<file path="config.mk">
export PLATFORM = sky130hd
export DESIGN_NAME = spi_register_adc_scanner
export DESIGN_NICKNAME = d
export VERILOG_FILES = /design/src/hdl/spiadc_pkg.sv /design/src/hdl/spi_register_adc_scanner.sv
export SDC_FILE = /design/constraint.sdc
export NUM_CORES = 1
export LEC_CHECK = 0
export BUFFER_PORTS_ARGS = -buffer_cell sky130_fd_sc_hd__buf_4
export CAP_MARGIN = 20
export CORE_MARGIN = 2
export CORE_UTILIZATION = 58
export CTS_CLUSTER_DIAMETER = 50
export DETAILED_ROUTE_END_ITERATION = 7
export MAX_ROUTING_LAYER = met4
export PLACE_DENSITY = 0.79
export RECOVER_POWER = 100
export SLEW_MARGIN = 20
export SYNTH_ARGS = -nofsm -noshare
export SYNTH_HDL_FRONTEND = slang
export SYNTH_SLANG_ARGS = --single-unit
</file>
<file path="constraint.sdc">
create_clock -name clk_i -period 5.53 [get_ports clk_i]
set_input_delay 1.3825 -clock clk_i [delete_from_list [all_inputs] [get_ports clk_i]]
set_output_delay 1.3825 -clock clk_i [all_outputs]
set_load 0.02 [all_outputs]
</file>
<file path="src/hdl/spiadc_pkg.sv">
// spiadc_pkg: shared types and constants of the spi register adc scanner
// stand-alone, no dependencies; used by hdl/spi_register_adc_scanner.sv
package spiadc_pkg;

  // fixed field widths of one input beat and one result beat
  localparam int KIND_W      = 2;
  localparam int RX_W        = 8;
  localparam int SMP_W       = 10;
  localparam int CHAN_W      = 3;
  localparam int IN_TDATA_W  = 24;  // select_level, rx_byte, sample, zero pad
  localparam int OUT_TDATA_W = 16;  // tx_byte, start_conv, conv_channel, attention, pad

  // register map
  localparam logic [RX_W-1:0] ADDR_MASK_REG    = 8'h01;
  localparam logic [RX_W-1:0] ADDR_SAMPLE_BASE = 8'h10;
  localparam logic [RX_W-1:0] ADDR_SAMPLE_END  = 8'h18;
  localparam logic [15:0]     HIGH_BYTE_MASK   = 16'hFF00;

  // event kind carried in tuser
  typedef enum logic [KIND_W-1:0] {
    KIND_SELECT    = 2'd0,
    KIND_BYTE      = 2'd1,
    KIND_CONV_DONE = 2'd2
  } kind_e;

endpackage

</file>
<file path="src/hdl/spi_register_adc_scanner.sv">
// spi_register_adc_scanner: register-mapped spi slave in front of a round-robin adc scanner
// depends on hdl/spiadc_pkg.sv
//
// usage
//   slave side: one beat per event. tuser is the event kind (select edge, spi byte
//   received, conversion finished; the unused code only runs the idle-start check).
//   tdata carries select_level, rx_byte and sample.
//   master side: exactly one result beat per input beat, in order: tx_byte to load
//   into the spi shifter, start_conv with conv_channel, and the attention level.
// pipeline
//   a beat lands in the input register at its accept edge and is processed from there
//   into the result register once that register is free or being drained.
//   one beat per cycle sustained while m_axis_tready stays high; the event step is a byte decode, a 10-bit store
//   access and an 8-wide wrap-around priority search, all combinational.
// reset
//   rst_ni clears link, frame, mask, scanner and the whole sample store at once
//   (store is in flops, no clearing pass); both registers come up empty.
// stall
//   when m_axis_tready is low the result holds and one more beat waits in the input
//   register; s_axis_tready drops only once both are full.
module spi_register_adc_scanner #(
  parameter int CHANNELS    = 8,   // 1..8 scanned adc channels
  parameter int SAMPLE_BITS = 10   // 8..16 stored sample width
) (
  input  logic                               clk_i,
  input  logic                               rst_ni,
  input  logic                               s_axis_tvalid,
  output logic                               s_axis_tready,
  // [0] select_level, [8:1] rx_byte, [18:9] sample, [23:19] zero
  input  logic [spiadc_pkg::IN_TDATA_W-1:0]  s_axis_tdata,
  // [1:0] kind
  input  logic [spiadc_pkg::KIND_W-1:0]      s_axis_tuser,
  output logic                               m_axis_tvalid,
  input  logic                               m_axis_tready,
  // [7:0] tx_byte, [8] start_conv, [11:9] conv_channel, [12] attention, [15:13] zero
  output logic [spiadc_pkg::OUT_TDATA_W-1:0] m_axis_tdata
);
  import spiadc_pkg::*;

  localparam int IDX_W  = (CHANNELS > 1) ? $clog2(CHANNELS) : 1;
  localparam int FROM_W = CHAN_W + 1;

  // position inside the three-byte frame
  typedef enum logic [1:0] {
    PH_ADDR = 2'd0,
    PH_DATA = 2'd1,
    PH_TAIL = 2'd2
  } phase_e;

  // first enabled channel at or after from, wrapping; the last hit of the
  // downward scan is the lowest one
  function automatic logic [CHAN_W-1:0] next_chan(input logic [CHANNELS-1:0] m,
                                                  input logic [FROM_W-1:0]   from);
    logic              found_hi;
    logic [CHAN_W-1:0] hi;
    logic [CHAN_W-1:0] lo;
    found_hi = 1'b0;
    hi       = '0;
    lo       = '0;
    for (int c = CHANNELS - 1; c >= 0; c--) begin
      if (m[c]) begin
        lo = CHAN_W'(c);
        if (FROM_W'(c) >= from) begin
          hi       = CHAN_W'(c);
          found_hi = 1'b1;
        end
      end
    end
    return found_hi ? hi : lo;
  endfunction

  // input register
  logic                  in_valid_q;
  logic [IN_TDATA_W-1:0] in_data_q;
  logic [KIND_W-1:0]     in_kind_q;

  // result register
  logic                   out_valid_q;
  logic [OUT_TDATA_W-1:0] out_data_q;
  logic [OUT_TDATA_W-1:0] out_data_d;

  // block state
  logic                   link_q, link_d;
  phase_e                 phase_q, phase_d;
  logic [RX_W-1:0]        addr_q, addr_d;
  logic [RX_W-1:0]        pend_q, pend_d;
  logic [RX_W-1:0]        shift_q, shift_d;
  logic                   attn_q, attn_d;
  logic [CHANNELS-1:0]    mask_q, mask_d;
  logic                   act_v_q, act_v_d;
  logic [CHAN_W-1:0]      act_q, act_d;
  logic [SAMPLE_BITS-1:0] store_q [CHANNELS];

  logic                   advance;
  kind_e                  kind_in;
  logic                   sel_in;
  logic [RX_W-1:0]        rx_in;
  logic [SMP_W-1:0]       smp_in;
  logic [RX_W-1:0]        rd_off;
  logic                   rd_hit;
  logic [15:0]            rd_v16;
  logic [15:0]            rd_hi16;
  logic                   wr_en;
  logic                   start;
  logic [CHAN_W-1:0]      chan;
  logic [FROM_W-1:0]      from;

  // process the held beat when the result register is free or being drained
  assign advance       = in_valid_q && (!out_valid_q || m_axis_tready);
  assign s_axis_tready = !in_valid_q || advance;
  assign m_axis_tvalid = out_valid_q;
  assign m_axis_tdata  = out_data_q;

  assign kind_in = kind_e'(in_kind_q);
  assign sel_in  = in_data_q[0];
  assign rx_in   = in_data_q[8:1];
  assign smp_in  = in_data_q[18:9];

  // sample register read for an address byte
  assign rd_off = rx_in - ADDR_SAMPLE_BASE;
  assign rd_hit = (rx_in >= ADDR_SAMPLE_BASE) && (rx_in < ADDR_SAMPLE_END) &&
                  (rd_off < RX_W'(CHANNELS));

  always_comb begin
    rd_v16 = '0;
    rd_v16[SAMPLE_BITS-1:0] = store_q[rd_off[IDX_W-1:0]];
    rd_hi16 = rd_v16 & HIGH_BYTE_MASK;
  end

  always_comb begin
    link_d  = link_q;
    phase_d = phase_q;
    addr_d  = addr_q;
    pend_d  = pend_q;
    shift_d = shift_q;
    attn_d  = attn_q;
    mask_d  = mask_q;
    act_v_d = act_v_q;
    act_d   = act_q;
    wr_en   = 1'b0;
    start   = 1'b0;
    chan    = '0;
    from    = '0;

    case (kind_in)
      KIND_SELECT: begin
        // asserted select (low) enables the link; either edge restarts the frame
        link_d  = !sel_in;
        attn_d  = !sel_in;
        phase_d = PH_ADDR;
      end
      KIND_BYTE: begin
        if (link_q) begin
          unique case (phase_q)
            PH_ADDR: begin
              addr_d = rx_in;
              if (rd_hit) begin
                shift_d = rd_v16[7:0];
                pend_d  = rd_hi16[15:8];
              end else begin
                shift_d = '0;
                pend_d  = '0;
              end
              phase_d = PH_DATA;
            end
            PH_DATA: begin
              if (addr_q == ADDR_MASK_REG) begin
                mask_d = rx_in[CHANNELS-1:0];
              end
              shift_d = pend_q;
              phase_d = PH_TAIL;
            end
            default: begin
              shift_d = '0;
              phase_d = PH_ADDR;
            end
          endcase
        end
      end
      KIND_CONV_DONE: begin
        // store for the active channel, then move on round-robin
        if (act_v_q) begin
          wr_en = 1'b1;
          from  = FROM_W'(act_q) + FROM_W'(1);
        end
        if (mask_q == '0) begin
          act_v_d = 1'b0;
        end else begin
          act_d   = next_chan(mask_q, from);
          act_v_d = 1'b1;
          start   = 1'b1;
          chan    = act_d;
        end
      end
      default: ;
    endcase

    // idle scanner with channels enabled starts on the lowest one
    if (!act_v_d && (mask_d != '0)) begin
      act_d   = next_chan(mask_d, '0);
      act_v_d = 1'b1;
      start   = 1'b1;
      chan    = act_d;
    end

    out_data_d = {3'b000, attn_d, chan, start, shift_d};
  end

  always_ff @(posedge clk_i or negedge rst_ni) begin
    if (!rst_ni) begin
      in_valid_q  <= 1'b0;
      out_valid_q <= 1'b0;
      link_q      <= 1'b0;
      phase_q     <= PH_ADDR;
      addr_q      <= '0;
      pend_q      <= '0;
      shift_q     <= '0;
      attn_q      <= 1'b0;
      mask_q      <= '0;
      act_v_q     <= 1'b0;
      act_q       <= '0;
      for (int i = 0; i < CHANNELS; i++) begin
        store_q[i] <= '0;
      end
    end else begin
      if (s_axis_tvalid && s_axis_tready) begin
        in_valid_q <= 1'b1;
      end else if (advance) begin
        in_valid_q <= 1'b0;
      end

      if (advance) begin
        out_valid_q <= 1'b1;
      end else if (m_axis_tready) begin
        out_valid_q <= 1'b0;
      end

      if (advance) begin
        link_q  <= link_d;
        phase_q <= phase_d;
        addr_q  <= addr_d;
        pend_q  <= pend_d;
        shift_q <= shift_d;
        attn_q  <= attn_d;
        mask_q  <= mask_d;
        act_v_q <= act_v_d;
        act_q   <= act_d;
        if (wr_en) begin
          store_q[act_q[IDX_W-1:0]] <= SAMPLE_BITS'(smp_in);
        end
      end
    end
  end

  // payload registers
  always_ff @(posedge clk_i) begin
    if (s_axis_tvalid && s_axis_tready) begin
      in_data_q <= s_axis_tdata;
      in_kind_q <= s_axis_tuser;
    end
    if (advance) begin
      out_data_q <= out_data_d;
    end
  end

`ifndef SYNTH
  // an idle scanner only ever coexists with an empty mask
  a_idle_means_no_mask: assert property (@(posedge clk_i) disable iff (!rst_ni)
    !act_v_q |-> (mask_q == '0))
    else $error("scanner idle with channels enabled");

  // the active channel always exists
  a_active_in_range: assert property (@(posedge clk_i) disable iff (!rst_ni)
    act_v_q |-> ({1'b0, act_q} < FROM_W'(CHANNELS)))
    else $error("active channel beyond channel count");

  // a held beat is not lost or altered while the result side is blocked
  a_input_held: assert property (@(posedge clk_i) disable iff (!rst_ni)
    (in_valid_q && !advance) |=> (in_valid_q && $stable(in_data_q) && $stable(in_kind_q)))
    else $error("waiting input beat dropped or changed");

  // every processed beat produces a result beat
  a_result_loaded: assert property (@(posedge clk_i) disable iff (!rst_ni)
    advance |=> out_valid_q)
    else $error("processed beat gave no result");
`endif

endmodule

</file>
**Yosys cells after proc, flatten, opt, wreduce, memory -nomap -nowiden**

Index checks and enable logic that the tools add are counted.

- Bits in registers: 156
- Logic and storage cells: 172
- Input port bits: 30
- ROM bits: 0
- Bits in writable memories: 0
- Output and inout bits: 18
- Memories: 0
- Bits in latches: 0

- Reductions and logical operators: 25
- Multiply operators: 0
- Eq/ne operators: 6
- Div/mod/pow operators: 0
- Add/subtract/negate cells: 2
- Mux-type cells: 100
- Bitwise logic cells: 2
- Shift-type cells: 0
- Magnitude comparators: 14

Operator list:

| operator | number |
|---|---|
| $mux 3 | 43 |
| $bwmux 80 | 1 |
| $mux 8 | 7 |
| $mux 1 | 37 |
| $bmux 10 s3 | 1 |
| $demux 10 s3 | 1 |
| $mux 10 | 3 |
| $ge 3x4->1 const A | 4 |
| $pmux 8 s2 | 1 |
| $eq 8x1->1 const B | 1 |
| $ge 1x4->1 const A | 2 |
| $ge 2x4->1 const A | 2 |
| $ge 4x4->1 const B | 2 |
| $ge 8x5->1 const B | 1 |
| $logic_not 8->1 | 1 |
| $lt 8x4->1 const B | 1 |
| $lt 8x5->1 const B | 1 |
| $mux 4 | 2 |
| $not 3->4 | 2 |
| $pmux 2 s2 | 2 |
| $reduce_bool 2->1 | 4 |
| $reduce_bool 8->1 | 1 |
| $sub 8x5->8 const B | 1 |
| $logic_and 1x1->1 | 6 |
| other kinds (13) | 22 |

**Depth between registers and ports, before layout**

Gate-level depths: netlist (run 1).

- Depth after elaboration: 34
- Gate-level depth with buffers: 8
- Gate-level depth less buffers: 7

**Worst setup path after synthesis (run 1)**

OpenSTA, ideal clock, no wires.

- Kind: in2out
- Start: in m_axis_tready
- End: out s_axis_tready
- Path buffers: 0
- Arrival time: 1.660 ns
- Stages: 1
- Setup slack: 2.487 ns
- Data required time: 4.148 ns
- Cell sequence: nand3b_1

- Cells in the longest elaborated chain, start to end: 3

Ends and longest elaborated chain:

| item | line | RTL |
|---|---|---|
| from (decl) | spi_register_adc_scanner.sv:34 | `input logic m_axis_tready,` |
| $logic_or 1x1->1 | spi_register_adc_scanner.sv:109 | `assign advance = in_valid_q && (!out_valid_q \|\| m_axis_tready);` |
| $logic_and 1x1->1 | spi_register_adc_scanner.sv:109 |  |
| $logic_or 1x1->1 | spi_register_adc_scanner.sv:110 | `assign s_axis_tready = !in_valid_q \|\| advance;` |
| to (decl) | spi_register_adc_scanner.sv:28 | `output logic s_axis_tready,` |

Every way passes these cells.

**Final worst setup path (run 1)**

- Start: in m_axis_tready
- End: reg store_q[16] (netlist bit)

- Cells in the longest elaborated chain, start to end: 3

Ends and longest elaborated chain:

| item | line | RTL |
|---|---|---|
| $logic_or 1x1->1 | spi_register_adc_scanner.sv:109 |  |
| $logic_and 1x1->1 | spi_register_adc_scanner.sv:109 |  |
| $reduce_and 2->1 (no line) | - |  |
| to (signal, indexed assignment) | spi_register_adc_scanner.sv:249 | `store_q[act_q[IDX_W-1:0]] <= SAMPLE_BITS'(smp_in);` |
| to (decl) | spi_register_adc_scanner.sv:92 | `logic [SAMPLE_BITS-1:0] store_q [CHANNELS];` |

Every way passes these cells.
A chain may end at the register's enable or synchronous reset.

==> results of run 1 <==
[layout make-up]
class / instances / share of cell area (%)
Inverter: 9 / 0.439
Sequential cell: 150 / 51.0
Clock buffer: 19 / 5.76
Tap cell: 143 / 2.33
Multi-Input combinational cell: 320 / 35.8
Clock inverter: 13 / 1.37
Timing Repair Buffer: 43 / 3.33
[registers in the layout, summed over array words and instances, names as in the netlist]
signal	flops
m_axis_tdata	13
in_data_q	19
attn_q	1
act_q	3
in_kind_q	2
m_axis_tvalid	1
link_q	1
shift_q	8
act_v_q	1
pend_q	2
in_valid_q	1
addr_q	8
phase_q	2
store_q	80
mask_q	8
[logic make-up after synthesis]
logic type | synth area share [%]
compound gates | 7.37
buf+inv | 2.09
other cells | 0.0549
mux | 23.7
flops | 57.5
xor+xnor | 0.128
simple gates | 8.98
fa+ha+maj | 0.183
[cells in the mapped netlist (2+ instances only)]
library cell | n | area [um^2]
o22ai_1 | 4 | 25.0
o31ai_1 | 2 | 15.0
nor2_1 | 26 | 97.6
nor2_2 | 7 | 43.8
a21o_1 | 6 | 45.0
or2_2 | 3 | 18.8
a22o_1 | 5 | 43.8
clkbuf_1 | 11 | 41.3
and4_1 | 3 | 26.3
mux2_2 | 94 | 1060
mux4_2 | 20 | 450
nand4_1 | 2 | 12.5
nand2_1 | 34 | 128
nor3b_1 | 2 | 15.0
a21oi_1 | 19 | 95.1
edfxtp_1 | 34 | 1020
nor3_1 | 5 | 25.0
dfrtp_1 | 116 | 2900
nor4_4 | 2 | 42.5
a31oi_1 | 6 | 37.5
buf_1 | 2 | 7.51
inv_1 | 9 | 33.8
a221oi_1 | 2 | 17.5
nand2b_1 | 11 | 68.8
nand3b_1 | 3 | 22.5
o21bai_1 | 3 | 22.5
buf_2 | 6 | 30.0
nand3_1 | 2 | 10.0
buf_4 | 4 | 30.0
nor4_1 | 3 | 18.8
nor2b_1 | 3 | 18.8
mux2i_1 | 11 | 110
or3_1 | 4 | 25.0
o21ai_0 | 15 | 75.1
[how the worst max path moves through the flow]
stage	from	endpoint	slack [ns]	cells after the start
6_report	m_axis_tready	store_q[16]	1.81	7
5_1_grt	m_axis_tready	store_q[16]	1.75	7
4_1_cts	m_axis_tready	store_q[44]	2.26	7
3_5_place_dp	m_axis_tready	store_q[44]	1.83	7
3_3_place_gp	m_axis_tready	store_q[40]	1.88	7
2_1_floorplan	m_axis_tready	s_axis_tready	2.49	1
[where the power goes]
part | switching, mW | total [mW] | leakage [nW] | internal (mW)
Combinational | 0.253 | 0.547 | 1.27 | 0.293
Clock | 0.441 | 1.07 | 0.268 | 0.626
Sequential | 0.163 | 1.51 | 1.89 | 1.34
[metrics by stage]
stage	util (%)	worst slack [ns]	area, um^2
CTS	67.8	2.26	7770
floorplan	-	2.49	6830
finish	67.1	1.81	7690
global route	67.1	1.75	7690
global placement	63.0	1.88	7230
detailed placement	63.0	1.83	7230
[worst max-delay path, cell delays in order]
cell,delay (ns)
clkbuf_4,0.10
nand2b_1,0.11
nand2_1,0.30
nor2_1,0.37
nand2_1,0.16
nor2_1,1.13
mux2_2,0.44
[per-layer routing]
metal | wire [um] | vias to the layer above | global-route usage, %
met5 | 0 | - | -
met4 | 144 | 0 | 8.78
met3 | 682 | 12 | 5.89
met2 | 6720 | 109 | 36.5
met1 | 6390 | 2147 | 33.5
li1 | - | 1939 | -
[cell usage in the layout, fill, tap and decap left out, types with 3 or more instances in the layout]
master,instances
inv_1,9
clkinv_2,4
clkbuf_4,22
nor2_1,32
o22ai_1,4
buf_4,3
a22o_1,5
dfrtp_1,116
nand3b_1,3
nor3_1,5
mux2i_1,11
a21o_1,6
mux4_2,20
edfxtp_1,34
and4_1,3
nand2b_1,11
nand2_1,34
clkbuf_16,17
nor4_1,3
or2_2,3
or3_1,4
o21ai_0,15
conb_1,3
a31oi_1,6
clkbuf_1,18
nor2b_1,3
mux2_2,94
a21oi_1,19
o21bai_1,3
==> flow_metrics.py, run 1 <==
metrics = {
    "run_status": {
        "status": "finished, violations left",
        "violations": "max-capacitance violations, max-slew violations",
    },
    "detailed_routing": {
        "routed_via_density": 6.04,
        "dr.pass1.iters": 4,
        "drc": 0,
        "drt_wl_total_um": 13900,
        "routedWlPerCell_um": 20.0,
        "vias": 4207,
        "ant_nets": 0,
        "dr.first_iter.drc_count": 324,
    },
    "finish": {
        "fillCellCount": 841,
        "seq_area_um2": 3920,
        "layout-drive-gt1-share_pct": 32.5,
        "syn2layout_area_growth_pct": 12.7,
        "nNetsFinal": 572,
        "multi_input_area_um2": 2750,
        "num_antenna_cells": 0,
        "instances_no_fill": 697,
    },
    "placement": {
        "dpl.hpwl_um": 8670,
        "gp_congestion": 0.922,
        "numPlacedInstances": 665,
        "portBuffers": 39,
    },
    "grt": {
        "grt_max_degree": 88,
        "track_usage_pct": 24.5,
        "antenna_found_initial": 0,
        "grt_pass1_vias": 4273,
        "globalRouteOverflowTotal": 0,
        "grt_pass1_wl_um": 22800,
    },
    "timing": {
        "clock.fmax_ghz": 0.269,
        "rsz0062_at_grt": "no",
        "final_max_slew_viol_count": 111,
        "hold_ws_ns": 0.477,
        "period_minus_slack_ns": 3.72,
        "final-hold-violation-count": 0,
        "period_share_pct": 67.3,
        "fin_skew_ns": 0.00972,
        "slew_headroom_pct": -46.7,
        "tns_ns": 0,
        "setup_viol": 0,
        "worst_pin_slew_ns": 2.20,
    },
    "setup_path": {
        "crit_type": "input pin to flip-flop",
        "reg2regPathDepth": 5,
        "critPathMaxFanout": 11,
        "cp-end-kind": "flip-flop",
        "r2r-start": "in_data_q[1]",
        "reg2reg_setup_slack_ns": 2.30,
        "required_ns": 5.83,
        "cp.arrival_ns": 4.02,
        "reg2reg_to": "m_axis_tdata[2]",
        "cp-start-kind": "input pin",
    },
    "synth": {
        "syn_inst": 500,
        "synthArstFlopShare_pct": 77.3,
        "ys.flop_type": "dfrtp_1",
        "synth_seq_cells": 150,
        "synth.distinct_cells": 55,
        "synth.yosys.seq_area_share_pct": 57.5,
        "yosys_warnings": 0,
        "syn-cell-area_um2": 6830,
        "synth_edf_count": 34,
        "syn_avg_cell_area_um2": 13.7,
    },
    "min_path": {
        "hold-path-endpoint": "shift_q[1]",
        "hp-class": "flip-flop to flip-flop",
        "hold_start": "shift_q[1]",
        "hold_depth": 2,
    },
    "flow_run": {
        "drv_cap": 3,
    },
    "floorplan": {
        "die_area_um2": 12700,
        "die_h_um": 112,
        "rows": 39,
        "pin_count": 48,
        "die_w_um": 112,
        "core_um2": 11500,
        "initial_utilization_pct": 59.5,
    },
    "clocking": {
        "postCtsHoldBufs": 0,
        "worst_skew_pair.late_latency_ns": 0.42,
        "ctsResizeCount": 0,
        "cts_tree": "built",
        "root_buffer": "clkbuf_16",
        "numCtsBuffers": 17,
        "clk_pin_slew_ns": 0.06,
        "h-tree-depth": 4,
        "cts_buffer_depth": 2,
        "cts_sinks": 150,
        "postCtsSetupRepairBufs": 0,
    },
    "power": {
        "leakage_nw": 3.43,
        "power_mw": 3.12,
        "powerDensity_nw_per_um2": 405,
        "peakVddDrop_uv": 454,
    },
}
Note: power is estimated with default switching activity, not from simulation.
==> inputs of run 2 (changes only) <==
--- a/config.mk
+++ b/config.mk
@@ -5,14 +5,15 @@
 export SDC_FILE = /design/constraint.sdc
 export NUM_CORES = 1
 export LEC_CHECK = 0
+export ABC_AREA = 1
 export BUFFER_PORTS_ARGS = -buffer_cell sky130_fd_sc_hd__buf_4
 export CAP_MARGIN = 20
 export CORE_MARGIN = 2
-export CORE_UTILIZATION = 58
+export CORE_UTILIZATION = 54
 export CTS_CLUSTER_DIAMETER = 50
 export DETAILED_ROUTE_END_ITERATION = 7
 export MAX_ROUTING_LAYER = met4
-export PLACE_DENSITY = 0.79
+export PLACE_DENSITY = 0.77
 export RECOVER_POWER = 100
 export SLEW_MARGIN = 20
 export SYNTH_ARGS = -nofsm -noshare
==> constraint.sdc (replaced) <==
create_clock -name clk_i -period 3.4 [get_ports clk_i]
set_input_delay 0.85 -clock clk_i [delete_from_list [all_inputs] [get_ports clk_i]]
set_output_delay 0.85 -clock clk_i [all_outputs]
set_load 0.02 [all_outputs]
==> run 2 against run 1 <==
Against the previous run: the run now ends clean; largest power group unchanged; sequential power rose by 71%; synthesized cell count is 54% higher; sequential cell count unchanged; die area increased by 6.4%; clock power increased by 74%; wire length rose by 15%; core utilization fell by 3.4 points; register-to-register slack worse by 1.5 ns; critical endpoint is now store_q[24]; total power up 100%; largest cell class unchanged.
==> flow_metrics.py, run 2 <==
metrics = {
    "timing": {
        "final-hold-violation-count": 0,
        "hold_ws_ns": 0.480,
        "period_share_pct": 78.0,
        "setup_viol": 0,
        "rsz0062_at_grt": "no",
        "fin_skew_ns": 0.00651,
        "final_max_slew_viol_count": 0,
        "clock.fmax_ghz": 0.377,
        "period_minus_slack_ns": 2.65,
        "slew_headroom_pct": 4.94,
        "worst_pin_slew_ns": 1.43,
        "tns_ns": 0,
    },
    "floorplan": {
        "rows": 40,
        "core_um2": 12100,
        "initial_utilization_pct": 56.0,
        "die_area_um2": 13500,
        "pin_count": 48,
        "die_w_um": 116,
        "die_h_um": 116,
    },
    "setup_path": {
        "cp-start-kind": "input pin",
        "reg2regPathDepth": 8,
        "r2r-start": "in_data_q[1]",
        "reg2reg_to": "m_axis_tdata[0]",
        "cp-end-kind": "flip-flop",
        "required_ns": 3.65,
        "crit_type": "input pin to flip-flop",
        "cp.arrival_ns": 2.90,
        "critPathMaxFanout": 27,
        "reg2reg_setup_slack_ns": 0.76,
    },
    "clocking": {
        "cts_tree": "built",
        "worst_skew_pair.late_latency_ns": 0.42,
        "h-tree-depth": 4,
        "postCtsHoldBufs": 0,
        "ctsResizeCount": 0,
        "cts_buffer_depth": 2,
        "root_buffer": "clkbuf_16",
        "numCtsBuffers": 17,
        "clk_pin_slew_ns": 0.06,
        "postCtsSetupRepairBufs": 0,
        "cts_sinks": 150,
    },
    "grt": {
        "grt_pass1_vias": 5341,
        "grt_pass1_wl_um": 26500,
        "grt_max_degree": 65,
        "globalRouteOverflowTotal": 0,
        "track_usage_pct": 26.9,
        "antenna_found_initial": 0,
    },
    "min_path": {
        "hold-path-endpoint": "store_q[13]",
        "hold_depth": 2,
        "hold_start": "store_q[13]",
        "hp-class": "flip-flop to flip-flop",
    },
    "synth": {
        "synthTopCellsByArea": "dfrtp_1 (43%), edfxtp_1 (15%), nand2_1 (11%), o21ai_0 (10%), inv_1 (3.6%)",
        "synth_common_cells": "nand2_1 (200), o21ai_0 (137), dfrtp_1 (116)",
        "synth.yosys.seq_area_share_pct": 57.9,
        "syn_inst": 772,
        "yosys_warnings": 0,
        "synthArstFlopShare_pct": 77.3,
        "synth_edf_count": 34,
        "ys.flop_type": "dfrtp_1",
        "synth_seq_cells": 150,
        "syn_avg_cell_area_um2": 8.78,
        "syn-cell-area_um2": 6780,
        "yosys.area.top_type": "dfrtp_1",
        "synth_most_common_cell": "nand2_1",
        "yosys.area.top_type_share_pct": 42.8,
        "synth.distinct_cells": 34,
    },
    "finish": {
        "syn2layout_area_growth_pct": 13.8,
        "nNetsFinal": 841,
        "top_register": "store_q",
        "mostFrequentLayoutCells": "nand2_1 (204), o21ai_0 (143), dfrtp_1 (116)",
        "largest_reg_flops": 80,
        "final_common_cell": "nand2_1",
        "instances_no_fill": 991,
        "num_antenna_cells": 0,
        "layout-drive-gt1-share_pct": 7.90,
    },
    "detailed_routing": {
        "routed_via_density": 5.66,
        "dr.first_iter.drc_count": 729,
        "routedWlPerCell_um": 16.1,
        "drc": 0,
        "drt_wl_total_um": 16000,
        "ant_nets": 0,
        "dr.pass1.iters": 5,
        "vias": 5611,
    },
    "power": {
        "peakVddDrop_uv": 389,
        "leakage_nw": 3.61,
        "powerDensity_nw_per_um2": 808,
    },
    "placement": {
        "numPlacedInstances": 959,
        "gp_congestion": 0.928,
        "portBuffers": 39,
        "dpl.hpwl_um": 10200,
    },
    "flow_run": {
        "drv_cap": 0,
    },
    "run_status": {
        "status": "finished, final reports clean",
    },
}
==> run 2: worst max-delay path by stage <==
stage                      endpoint  slack [ns]          start
finish                  store_q[24]        0.75  m_axis_tready
global route               act_q[1]        0.46     phase_q[1]
CTS                 m_axis_tdata[1]        0.94   in_data_q[3]
detailed placement       phase_q[1]        0.93  m_axis_tready
global placement         phase_q[1]        0.99  m_axis_tready
floorplan                 addr_q[2]        1.21  m_axis_tready
==> run 2: cell families after synthesis <==
kind of cell,Yosys count,synth area share (%)
buffers and inverters,107,6.13
and+or+nand+nor,322,20.2
DFF,150,57.9
other,1,0.0553
adders and majority gates,1,0.185
AOI/OAI and AO/OA,191,15.5
==> run 2: power by group <==
group	switching (mW)	internal (mW)	total, mW
Sequential	0.259	2.32	2.58
Combinational	1.19	0.598	1.79
Clock	0.699	1.16	1.86
==> run 2: stage by stage <==
stage,setup slack [ns],instance area (um^2),total power [mW],utilization [%]
6_report,0.748,7710,6.23,63.7
5_1_grt,0.461,7710,6.67,63.7
4_1_cts,0.942,7850,6.37,64.8
3_5_place_dp,0.925,7260,4.47,60.0
3_3_place_gp,0.991,7260,4.37,60.0
2_1_floorplan,1.21,6790,3.96,-
==> run 2: per-layer routing <==
layer  vias up  track usage, %  wire, um
met5         -               -         0
li1       2644               -         -
met2       267            40.8      7530
met4         0            12.4       470
met3        43            5.60      1190
met1      2657            35.0      6780
==> run 2: final cells by class <==
cell class	count	area, um^2
clock buffers	25	497
fillers	1004	4400
inverters	69	259
repair buffers	55	329
well taps	168	210
multi-input cells	517	2400
flip-flops and latches	150	3920
clock inverters	7	91.3
==> run 2: worst max-delay path, stage by stage <==
cell,delay (ns)
clkbuf_4,0.10
inv_1,0.05
nand2_1,0.08
nand2_1,0.08
buf_4,0.23
nor3_1,0.61
nand3_1,0.15
clkbuf_1,0.47
nand2_1,0.17
o21ai_0,0.11
==> inputs of run 3 (changes only) <==
--- a/config.mk
+++ b/config.mk
@@ -9,11 +9,11 @@
 export BUFFER_PORTS_ARGS = -buffer_cell sky130_fd_sc_hd__buf_4
 export CAP_MARGIN = 20
 export CORE_MARGIN = 2
-export CORE_UTILIZATION = 54
+export CORE_UTILIZATION = 58
 export CTS_CLUSTER_DIAMETER = 50
 export DETAILED_ROUTE_END_ITERATION = 7
 export MAX_ROUTING_LAYER = met4
-export PLACE_DENSITY = 0.77
+export PLACE_DENSITY = 0.79
 export RECOVER_POWER = 100
 export SLEW_MARGIN = 20
 export SYNTH_ARGS = -nofsm -noshare
==> constraint.sdc (replaced) <==
create_clock -name clk_i -period 2.7 [get_ports clk_i]
set_input_delay 0.675 -clock clk_i [delete_from_list [all_inputs] [get_ports clk_i]]
set_output_delay 0.675 -clock clk_i [all_outputs]
set_load 0.02 [all_outputs]
==> run 3 against run 2 <==
Against the previous run: count of clock-buffer cells in the layout is 4 lower; critical path depth is 4 lower; clock power is 22% higher; sequential power is 26% higher; combinational power is 30% higher; clock skew is 0.0012 ns higher; sequential share of layout area is 0.39 points lower; worst setup slack worse by 0.50 ns; hold slack worse by 0.032 ns; the flow now finishes with violations (max-capacitance violations, max-slew violations); core utilization is 4.4 points higher; register-to-register slack worse by 0.51 ns; non-clock buffer count is 8 higher.
==> flow_metrics.py, run 3 (synthesis results as in run 2) <==
metrics = {
    "power": {
        "leakage_nw": 3.67,
        "peakVddDrop_uv": 815,
        "powerDensity_nw_per_um2": 1010,
    },
    "clocking": {
        "root_buffer": "clkbuf_16",
        "clk_pin_slew_ns": 0.06,
        "numCtsBuffers": 17,
        "h-tree-depth": 4,
        "cts_tree": "built",
        "worst_skew_pair.late_latency_ns": 0.42,
        "postCtsHoldBufs": 0,
        "cts_sinks": 150,
        "ctsResizeCount": 0,
        "postCtsSetupRepairBufs": 0,
        "cts_buffer_depth": 2,
    },
    "finish": {
        "layout-drive-gt1-share_pct": 9.99,
        "top_register": "store_q",
        "post-route-util_pct": 68.1,
        "nNetsFinal": 849,
        "final_common_cell": "nand2_1",
        "mostFrequentLayoutCells": "nand2_1 (202), o21ai_0 (147), dfrtp_1 (116)",
        "num_antenna_cells": 0,
        "syn2layout_area_growth_pct": 14.7,
        "largest_reg_flops": 80,
    },
    "timing": {
        "worst_pin_slew_ns": 2.17,
        "setup_ws_ns": 0.245,
        "tns_ns": 0,
        "final_max_slew_viol_count": 36,
        "fin_skew_ns": 0.00772,
        "period_minus_slack_ns": 2.45,
        "rsz0062_at_grt": "no",
        "period_share_pct": 90.9,
        "final-hold-violation-count": 0,
        "setup_viol": 0,
        "clock.fmax_ghz": 0.407,
        "slew_headroom_pct": -44.5,
    },
    "grt": {
        "grt_max_degree": 46,
        "antenna_found_initial": 0,
        "globalRouteOverflowTotal": 0,
        "grt_pass1_wl_um": 27400,
        "grt_pass1_vias": 5480,
        "track_usage_pct": 28.7,
    },
    "floorplan": {
        "pin_count": 48,
        "rows": 39,
        "die_w_um": 112,
        "die_area_um2": 12600,
        "core_um2": 11400,
        "initial_utilization_pct": 59.4,
        "die_h_um": 112,
    },
    "placement": {
        "dpl.hpwl_um": 10500,
        "gp_congestion": 0.934,
        "portBuffers": 39,
        "preCtsSetupSlack_ns": 0.318,
    },
    "min_path": {
        "hold_start": "s_axis_tdata[7]",
        "hold_depth": 1,
        "hp-class": "input pin to flip-flop",
    },
    "detailed_routing": {
        "routed_via_density": 5.80,
        "vias": 5651,
        "drc": 0,
        "drt_wl_total_um": 16300,
        "routedWlPerCell_um": 16.8,
        "ant_nets": 0,
        "dr.pass1.iters": 8,
        "dr.first_iter.drc_count": 536,
    },
    "setup_path": {
        "required_ns": 3.02,
        "critPathMaxFanout": 20,
        "cp.arrival_ns": 2.77,
        "reg2regPathDepth": 6,
        "crit_type": "flip-flop to flip-flop",
        "cp-start-kind": "flip-flop",
        "cp-startpoint": "in_kind_q[0]",
        "r2r-start": "in_kind_q[0]",
        "cp-end-kind": "flip-flop",
    },
    "run_status": {
        "violations": "max-capacitance violations, max-slew violations",
        "status": "finished, violations left",
    },
    "flow_run": {
        "drv_cap": 1,
    },
}
-- run 3: path summary, 6_finish.rpt --
kind / end / slack, ns
max: store_q[24] / 0.25
min in group asynchronous: store_q[60] / 0.88
max in group asynchronous: shift_q[0] / 0.56
max reg2reg: store_q[24] / 0.25
min: in_data_q[7] / 0.45
min reg2reg: addr_q[7] / 0.48
-- run 3: layout make-up --
cell class,count,area [um^2]
sequential,150,3920
fill,915,3650
multi-input combinational,517,2420
clock buffer,21,472
timing repair buffer,63,418
inverter,69,259
tap,143,179
clock inverter,11,100
-- run 3: through the flow --
| step | std cells | cell area [um^2] | total power [mW] | hold WS [ns] |
|---|---|---|---|---|
| final | 974 | 7770 | 7.83 | 0.448 |
| after global routing | 974 | 7770 | 8.35 | 0.427 |
| after detailed placement | 942 | 7310 | 5.65 | 0.464 |
| after global placement | 942 | 7310 | 5.54 | 0.458 |
| after CTS | 974 | 7880 | 7.94 | 0.239 |
| after floorplan | 774 | 6790 | 4.99 | 0.379 |
-- run 3: critical path, cell delays in order (launching register included) --
cell,delay (ns)
edfxtp_1,0.48
nor2_1,0.30
inv_1,0.13
nor3_1,0.63
nand3_1,0.13
clkbuf_2,0.35
o21ai_0,0.32
-- run 3: where the power goes --
group / switching, mW / internal (mW) / total, mW / leakage (nW)
Clock: 0.918 / 1.35 / 2.27 / 0.287
Combinational: 1.53 / 0.782 / 2.32 / 1.49
Sequential: 0.324 / 2.93 / 3.25 / 1.89
Total: 2.78 / 5.06 / 7.83 / 3.67
-- run 3: metal layers --
metal / routed length, um / GRT usage [%]
met1: 7280 / 39.0
met2: 7610 / 43.5
met3: 1080 / 6.26
met4: 355 / 9.67
met5: 0 / -
